<file path="src/design/assert_macros.svh">
// Assertion macros shared by the divider RTL.
// Checks are compiled out when SYNTHESIS is defined.
`ifndef ASSERT_MACROS_SVH
`define ASSERT_MACROS_SVH
`ifndef SYNTHESIS
`define ASSERT_IMPLIES(label, clk, rst, ante, cons) \
  label: assert property (@(posedge clk) disable iff (rst) (ante) |-> (cons)) \
    else $error("assertion failed");
`define ASSERT_NEXT(label, clk, rst, ante, cons) \
  label: assert property (@(posedge clk) disable iff (rst) (ante) |=> (cons)) \
    else $error("assertion failed");
`else
`define ASSERT_IMPLIES(label, clk, rst, ante, cons)
`define ASSERT_NEXT(label, clk, rst, ante, cons)
`endif
`endif

</file>
<file path="src/design/cid_pkg.sv">
// Types and constants for the integer divider pipeline.
// Used by every divider module; depends on nothing.
package cid_pkg;

  localparam int unsigned DividendW = 32;
  localparam int unsigned DivisorW  = 16;
  localparam int unsigned NumCells  = DividendW;

  typedef struct packed {
    logic                word;
    logic                sdiv;
    logic                qneg;
    logic                rneg;
    logic                zero;
    logic [DivisorW-1:0] zq;
    logic [DivisorW-1:0] zr;
  } ctl_t;

  typedef struct packed {
    logic [DivisorW-1:0]  rem;
    logic [DividendW-1:0] acc;
    logic [DivisorW-1:0]  dv;
    ctl_t                 ctl;
  } stage_t;

endpackage

</file>
<file path="src/design/cid_prep.sv">
// Input stage: decodes mode, takes magnitudes and the zero-divisor results.
// Depends on cid_pkg.
module cid_prep import cid_pkg::*; (
  input  logic                 clk,
  input  logic                 rst,
  input  logic                 up_valid,
  output logic                 up_ready,
  input  logic                 cmd,
  input  logic                 word_mode,
  input  logic [DividendW-1:0] dividend,
  input  logic [DivisorW-1:0]  divisor,
  output logic                 dn_valid,
  output stage_t               dn_data,
  input  logic                 dn_ready
);

  logic [DividendW-1:0] sd;
  logic [DivisorW-1:0]  sv;
  logic                 neg_d;
  logic                 neg_v;
  stage_t               data_next;

  always_comb begin
    sd = word_mode ? dividend
                   : {{(DividendW/2){cmd & dividend[DividendW/2-1]}},
                      dividend[DividendW/2-1:0]};
    sv = word_mode ? divisor
                   : {{(DivisorW/2){cmd & divisor[DivisorW/2-1]}},
                      divisor[DivisorW/2-1:0]};
    neg_d = cmd & sd[DividendW-1];
    neg_v = cmd & sv[DivisorW-1];

    data_next.rem      = '0;
    data_next.acc      = neg_d ? (~sd + 1'b1) : sd;
    data_next.dv       = neg_v ? (~sv + 1'b1) : sv;
    data_next.ctl.word = word_mode;
    data_next.ctl.sdiv = cmd;
    data_next.ctl.qneg = neg_d ^ neg_v;
    data_next.ctl.rneg = neg_d;
    data_next.ctl.zero = (sv == '0);
    // zero divisor: complement of the upper half, lower half as remainder
    data_next.ctl.zq   = word_mode ? ~dividend[DividendW-1:DivisorW]
                                   : {8'd0, ~dividend[15:8]};
    data_next.ctl.zr   = word_mode ? dividend[DivisorW-1:0]
                                   : {8'd0, dividend[7:0]};
  end

  assign up_ready = !dn_valid || dn_ready;

  always_ff @(posedge clk) begin
    if (rst) begin
      dn_valid <= 1'b0;
    end else if (up_ready) begin
      dn_valid <= up_valid;
    end
  end

  always_ff @(posedge clk) begin
    if (up_ready && up_valid) begin
      dn_data <= data_next;
    end
  end

endmodule

</file>
<file path="src/design/cid_cell.sv">
// One restoring-division cell: retires one quotient bit per request.
// Depends on cid_pkg and assert_macros.svh.
`include "assert_macros.svh"
module cid_cell import cid_pkg::*; (
  input  logic   clk,
  input  logic   rst,
  input  logic   up_valid,
  output logic   up_ready,
  input  stage_t up_data,
  output logic   dn_valid,
  output stage_t dn_data,
  input  logic   dn_ready
);

  logic [DivisorW:0]   shifted;
  logic [DivisorW+1:0] diff;
  logic                ge;
  stage_t              data_next;

  always_comb begin
    shifted   = {up_data.rem, up_data.acc[DividendW-1]};
    diff      = {1'b0, shifted} - {2'b00, up_data.dv};
    ge        = !diff[DivisorW+1];
    data_next = up_data;
    // keep the difference when it did not borrow
    data_next.rem = ge ? diff[DivisorW-1:0] : shifted[DivisorW-1:0];
    data_next.acc = {up_data.acc[DividendW-2:0], ge};
  end

  assign up_ready = !dn_valid || dn_ready;

  always_ff @(posedge clk) begin
    if (rst) begin
      dn_valid <= 1'b0;
    end else if (up_ready) begin
      dn_valid <= up_valid;
    end
  end

  always_ff @(posedge clk) begin
    if (up_ready && up_valid) begin
      dn_data <= data_next;
    end
  end

  `ASSERT_IMPLIES(a_rem_below_dv, clk, rst, dn_valid && !dn_data.ctl.zero, dn_data.rem < dn_data.dv)

endmodule

</file>
<file path="src/design/cid_fix.sv">
// Output stage: applies signs, truncates to operand width, substitutes zero-divisor results, flags overflow.
// Depends on cid_pkg and assert_macros.svh.
`include "assert_macros.svh"
module cid_fix import cid_pkg::*; (
  input  logic                clk,
  input  logic                rst,
  input  logic                up_valid,
  output logic                up_ready,
  input  stage_t              up_data,
  output logic                out_valid,
  input  logic                out_stall,
  output logic [DivisorW-1:0] quotient,
  output logic [DivisorW-1:0] remainder,
  output logic                overflow
);

  logic [DividendW-1:0] q_full;
  logic [DivisorW-1:0]  r_full;
  logic [DividendW-1:0] lim;
  logic                 ovf_u;
  logic                 ovf_s;
  logic                 sgn;
  logic [DivisorW-1:0]  q_next;
  logic [DivisorW-1:0]  r_next;
  logic                 ovf_next;
  logic                 word_q;

  always_comb begin
    q_full = up_data.ctl.qneg ? (~up_data.acc + 1'b1) : up_data.acc;
    r_full = up_data.ctl.rneg ? (~up_data.rem + 1'b1) : up_data.rem;
    // magnitude limit of a signed quotient
    lim    = up_data.ctl.word ? DividendW'(32'h8000) : DividendW'(32'h80);
    ovf_u  = up_data.ctl.word ? (|up_data.acc[DividendW-1:16])
                              : (|up_data.acc[DividendW-1:8]);
    ovf_s  = up_data.ctl.qneg ? (up_data.acc > lim) : (up_data.acc >= lim);
    // signed requests check against the signed range, even with both operands positive
    sgn    = up_data.ctl.sdiv;
    if (up_data.ctl.zero) begin
      q_next   = up_data.ctl.zq;
      r_next   = up_data.ctl.zr;
      ovf_next = 1'b1;
    end else begin
      q_next   = up_data.ctl.word ? q_full[DivisorW-1:0] : {8'd0, q_full[7:0]};
      r_next   = up_data.ctl.word ? r_full : {8'd0, r_full[7:0]};
      ovf_next = sgn ? ovf_s : ovf_u;
    end
  end

  assign up_ready = !out_valid || !out_stall;

  always_ff @(posedge clk) begin
    if (rst) begin
      out_valid <= 1'b0;
    end else if (up_ready) begin
      out_valid <= up_valid;
    end
  end

  always_ff @(posedge clk) begin
    if (up_ready && up_valid) begin
      quotient  <= q_next;
      remainder <= r_next;
      overflow  <= ovf_next;
      word_q    <= up_data.ctl.word;
    end
  end

  `ASSERT_NEXT(a_zero_ovf, clk, rst, up_valid && up_ready && up_data.ctl.zero, overflow)
  `ASSERT_IMPLIES(a_byte_hi, clk, rst, out_valid && !word_q, quotient[15:8] == 8'd0 && remainder[15:8] == 8'd0)

endmodule

</file>
<file path="src/design/cpu_integer_divider_unit.sv">
// Pipelined integer divider: 32/16 or 16/8, signed or unsigned.
// Request channel: in_valid/in_stall with cmd, word_mode, dividend, divisor.
// Result channel: out_valid/out_stall with quotient, remainder, overflow.
// A request is taken on an edge with valid high and stall low, on both sides.
// The path is an input stage, a chain of 32 division cells (one quotient bit
// each) and an output register; each of them is a registered stage, and a
// request moves through them in that order.
// One request can enter every cycle while out_stall stays low; throughput is
// then one result per cycle, set by the single-bit step done in each cell.
// When out_stall is held the output register keeps its result and earlier
// stages go on filling empty slots; once every stage holds a request,
// in_stall rises. Each stage moves when its successor is free or moving.
// Reset (rst, synchronous) empties every stage, dropping results in flight;
// no other is lost or made up; the block is ready the cycle after rst falls.
// Depends on cid_pkg, cid_prep, cid_cell and cid_fix.
module cpu_integer_divider_unit import cid_pkg::*; (
  input  logic                 clk,
  input  logic                 rst,
  input  logic                 in_valid,
  output logic                 in_stall,
  input  logic                 cmd,
  input  logic                 word_mode,
  input  logic [DividendW-1:0] dividend,
  input  logic [DivisorW-1:0]  divisor,
  output logic                 out_valid,
  input  logic                 out_stall,
  output logic [DivisorW-1:0]  quotient,
  output logic [DivisorW-1:0]  remainder,
  output logic                 overflow
);

  logic   vld [NumCells+1];
  logic   rdy [NumCells+1];
  stage_t dat [NumCells+1];
  logic   prep_ready;

  assign in_stall = !prep_ready;

  cid_prep u_prep (
    .clk       (clk),
    .rst       (rst),
    .up_valid  (in_valid),
    .up_ready  (prep_ready),
    .cmd       (cmd),
    .word_mode (word_mode),
    .dividend  (dividend),
    .divisor   (divisor),
    .dn_valid  (vld[0]),
    .dn_data   (dat[0]),
    .dn_ready  (rdy[0])
  );

  for (genvar i = 0; i < NumCells; i++) begin : g_cell
    cid_cell u_cell (
      .clk      (clk),
      .rst      (rst),
      .up_valid (vld[i]),
      .up_ready (rdy[i]),
      .up_data  (dat[i]),
      .dn_valid (vld[i+1]),
      .dn_data  (dat[i+1]),
      .dn_ready (rdy[i+1])
    );
  end

  cid_fix u_fix (
    .clk       (clk),
    .rst       (rst),
    .up_valid  (vld[NumCells]),
    .up_ready  (rdy[NumCells]),
    .up_data   (dat[NumCells]),
    .out_valid (out_valid),
    .out_stall (out_stall),
    .quotient  (quotient),
    .remainder (remainder),
    .overflow  (overflow)
  );

endmodule

</file>
<file path="config.mk">
export PLATFORM = sky130hd
export DESIGN_NAME = cpu_integer_divider_unit
export DESIGN_NICKNAME = d
export VERILOG_FILES = /design/src/design/cid_pkg.sv /design/src/design/cid_prep.sv /design/src/design/cid_cell.sv /design/src/design/cid_fix.sv /design/src/design/cpu_integer_divider_unit.sv
export VERILOG_INCLUDE_DIRS = /design/src /design/src/design
export SDC_FILE = /design/constraint.sdc
export NUM_CORES = 2
export LEC_CHECK = 0
export ABC_AREA = 1
export BUFFER_PORTS_ARGS = -buffer_cell sky130_fd_sc_hd__buf_2
export CAP_MARGIN = 20
export CORE_UTILIZATION = 60
export CTS_BUF_LIST = sky130_fd_sc_hd__clkbuf_4
export DETAILED_ROUTE_END_ITERATION = 12
export PLACE_DENSITY = 0.76
export SETUP_SLACK_MARGIN = 0.1
export SLEW_MARGIN = 20
export SYNTH_ARGS = -nofsm -noshare
export SYNTH_HDL_FRONTEND = slang
export SYNTH_SLANG_ARGS = --single-unit
export TNS_END_PERCENT = 20
</file>
<file path="constraint.sdc">
create_clock -name clk -period 11.4 [get_ports clk]
set_input_delay 2.28 -clock clk [delete_from_list [all_inputs] [get_ports clk]]
set_output_delay 2.28 -clock clk [all_outputs]
set_load 0.02 [all_outputs]
</file>
==> impl_metrics.json <==
{
  "status": "finished, final reports clean",
  "drt-initial-drc-count": 3407,
  "cp_data_arrival_time_ps": 5680,
  "vias": 63100,
  "synth_top_cell_area_share": 0.777,
  "synth-simple-area-share": 0.0539,
  "ys_ff_latch": 3336,
  "ys_warn_count": 0,
  "die_h_um": 463,
  "seqCellArea_mm2": 0.0998,
  "hpwl_um": 131000,
  "required_ps": 9120,
  "synth.largest_area_cell": "edfxtp_1",
  "grt_start_max_net_pins": 92,
  "r2r-end": "g_cell[0].u_cell.dn_data[17]$_DFFE_PP_",
  "rsz0062_at_grt": "no",
  "grt_usage": 0.182,
  "finClkSkew_ps": 102,
  "synth_fa_ha_area_frac": 0.0543,
  "synthCells": 8075,
  "path_class": "in -> out",
  "drc": 0,
  "setup_viol": 0,
  "fin_util": 0.672,
  "hold_buffers": 0,
  "worst_pin_slew_ps": 1080,
  "dpl-instance-area_mm2": 0.131,
  "crit_path_end_kind": "output port",
  "crit_path_max_fanout": 6,
  "antenna_found_initial": 5,
  "via_per_inst": 5.14,
  "multi_input_area_mm2": 0.0241,
  "numClockSinks": 3336,
  "antenna_left": 0,
  "cts_tree": "built",
  "fmax_mhz": 126,
  "peakVddDrop_v": 0.000107,
  "synth_cell_types": 46,
  "r2r_start": "u_fix.out_valid$_SDFFE_PP0P_",
  "reg2reg_depth": 20,
  "fillers": 13900,
  "cts_max_level": 6,
  "cts_resized": 0,
  "clockBufferDepth": 4,
  "synth_top_family_by_area": "adder cells",
  "routabilityCongestion": 0.823,
  "yosysSeqAreaShare": 0.782,
  "overflow": 0,
  "synth_xor_area_frac": 0.0307,
  "total_power_mw": 22.7,
  "fin_setup_tns_ps": 0,
  "rrSetupSlack_ps": 6480,
  "maxCapViolations": 0,
  "initial_core_util": 0.606,
  "hp-start": "g_cell[29].u_cell.dn_data[1]$_DFFE_PP_",
  "min_to": "g_cell[30].u_cell.dn_data[1]$_DFFE_PP_",
  "start_kind": "input port",
  "hold_class": "reg -> reg",
  "p_leak_nw": 51.9,
  "synth_area_mm2": 0.128,
  "wl_per_cell_um": 15.7,
  "period_share": 0.698,
  "area_delta_synth_final_pct": 10.8,
  "root_buffer": "clkbuf_4",
  "finalHoldViolCount": 0,
  "grt_pass1_wl_um": 316000,
  "hold_slack_ps": 354,
  "final.min_clock_period_ps": 7960,
  "cts-buffers-inserted": 784,
  "holdPathStages": 0,
  "p_per_area_mw_per_mm2": 161,
  "clk_pin_slew_ps": 60,
  "io_buffers": 88,
  "synth-compound-area-share": 0.0483,
  "synth_area_leaders": "edfxtp_1 (78%), ha_1 (4.9%), a21oi_1 (3.4%)",
  "avgSynthCellArea_um2": 15.8,
  "dr.pass1.iters": 6,
  "clock_latency_ps": 1360,
  "drv_slew": 0,
  "io_pins": 89,
  "grt_pass1_vias": 65800,
  "layout.nets": 9479,
  "drive_above_1_share": 0.151,
  "maxSlewHeadroom": 0.281,
  "fp.coreArea_mm2": 0.210,
  "dieArea_mm2": 0.215,
  "synthMuxAreaShare": 0.000530,
  "rows": 168,
  "cts_setup_buffers": 0,
  "die_w_um": 463,
  "drt-total-wl_um": 193000,
  "final_area_mm2": 0.141
}
-- cells in the final DEF (no fill, tap or decap), types with 9 or more instances in the layout --
master,n
a211oi_1,32
a21oi_1,859
a31oi_1,10
and2_1,14
buf_2,88
buf_4,43
bufinv_16,13
clkbuf_4,1128
clkinv_1,177
clkinv_2,44
dfxtp_1,34
diode_2,9
edfxtp_1,3302
fa_1,31
ha_1,504
inv_1,837
nand2_1,566
nand3_1,218
nand3b_1,16
nand4_1,17
nor2_1,666
nor2_4,23
nor3_1,33
o21ai_0,156
o21bai_1,73
o221ai_1,14
or2_2,33
xnor2_1,216
xor2_1,231
-- synthesized netlist by cell type (all sizes together) --
library cell / number
a2111o: 1
a211o: 3
a211oi: 32
a21oi: 862
a31oi: 10
and2: 14
and3: 1
buf: 86
clkbuf: 29
clkinv: 2
conb: 1
dfxtp: 34
edfxtp: 3302
fa: 31
ha: 504
inv: 854
mux2: 6
nand2: 573
nand2b: 1
nand3: 219
nand3b: 16
nand4: 25
nor2: 689
nor3: 34
nor3b: 6
nor4: 8
o21a: 3
o21ai: 160
o21bai: 73
o221ai: 14
o31ai: 1
o41ai: 1
or2: 33
xnor2: 216
xor2: 231
-- kinds of logic after synthesis --
group | after synthesis
DFF | 3336
and+or+nand+nor | 1619
AOI/OAI and AO/OA | 1160
buffers and inverters | 971
adders and majority gates | 535
xor gates and xnor gates | 447
muxes | 6
other | 1
-- worst max-delay path: stages --
cell	delay, ps
buf_2	130
nand3_2	130
nor2_4	190
nand4_4	140
nor2_4	210
nand4_4	140
nor2_4	180
nand4_4	130
nor2_4	180
nand4_4	130
nor2_4	190
nand4_4	150
nor2_4	190
nand4_4	170
nor2_4	200
nand4_4	140
nor2_4	250
nand4_2	230
inv_1	110
buf_2	170
-- area by class of cell --
class,count,share of cell area
tap,2805,0.0248
inverter,856,0.0229
multi-input combinational,3774,0.171
sequential,3336,0.706
clock buffer,1128,0.0599
antenna,9,0.000159
timing repair buffer,138,0.00622
clock inverter,233,0.00919
-- through the flow --
step           setup WS [ps]  instances
2_1_floorplan           2690       8081
3_3_place_gp            3490      10900
3_5_place_dp            3390      10900
4_1_cts                 3370      12300
5_1_grt                 3130      12300
6_report                3440      12300
-- worst max-delay path by stage --
stage / startpoint / cells past startpoint / slack (ps) / endpoint
after floorplan: out_stall / 17 / 2690 / g_cell[1].u_cell.dn_data[0]$_DFFE_PP_
after global placement: out_stall / 20 / 3490 / in_stall
after detailed placement: out_stall / 20 / 3390 / in_stall
after CTS: out_stall / 20 / 3370 / in_stall
after global routing: out_stall / 20 / 3130 / in_stall
final: out_stall / 20 / 3440 / in_stall
-- metal layers --
layer  share of wire  routed length, um  track usage
met5               0                  0            0
met1            0.38              74000        0.198
met2            0.54             105000        0.337
met3           0.043               8340       0.0389
met4           0.030               5840       0.0826
-- flip-flops by register name, summed over array words and instances (netlist names) --
signal and flops:
g_cell.u_cell.dn_data 3185, u_prep.dn_data 84, g_cell.u_cell.dn_valid 32, u_fix.quotient 16
u_fix.remainder 16, u_fix.out_valid 1, u_fix.overflow 1, u_prep.dn_valid 1
-- where the power goes --
| group | switching, mW | internal (mW) | leakage, nW |
|---|---|---|---|
| Sequential | 0.0283 | 13.4 | 30.1 |
| Clock | 4.30 | 4.83 | 5.80 |
| Combinational | 0.117 | 0.0589 | 16.0 |
| Total | 4.45 | 18.3 | 51.9 |
No activity file was read; power rests on OpenSTA's default activity.
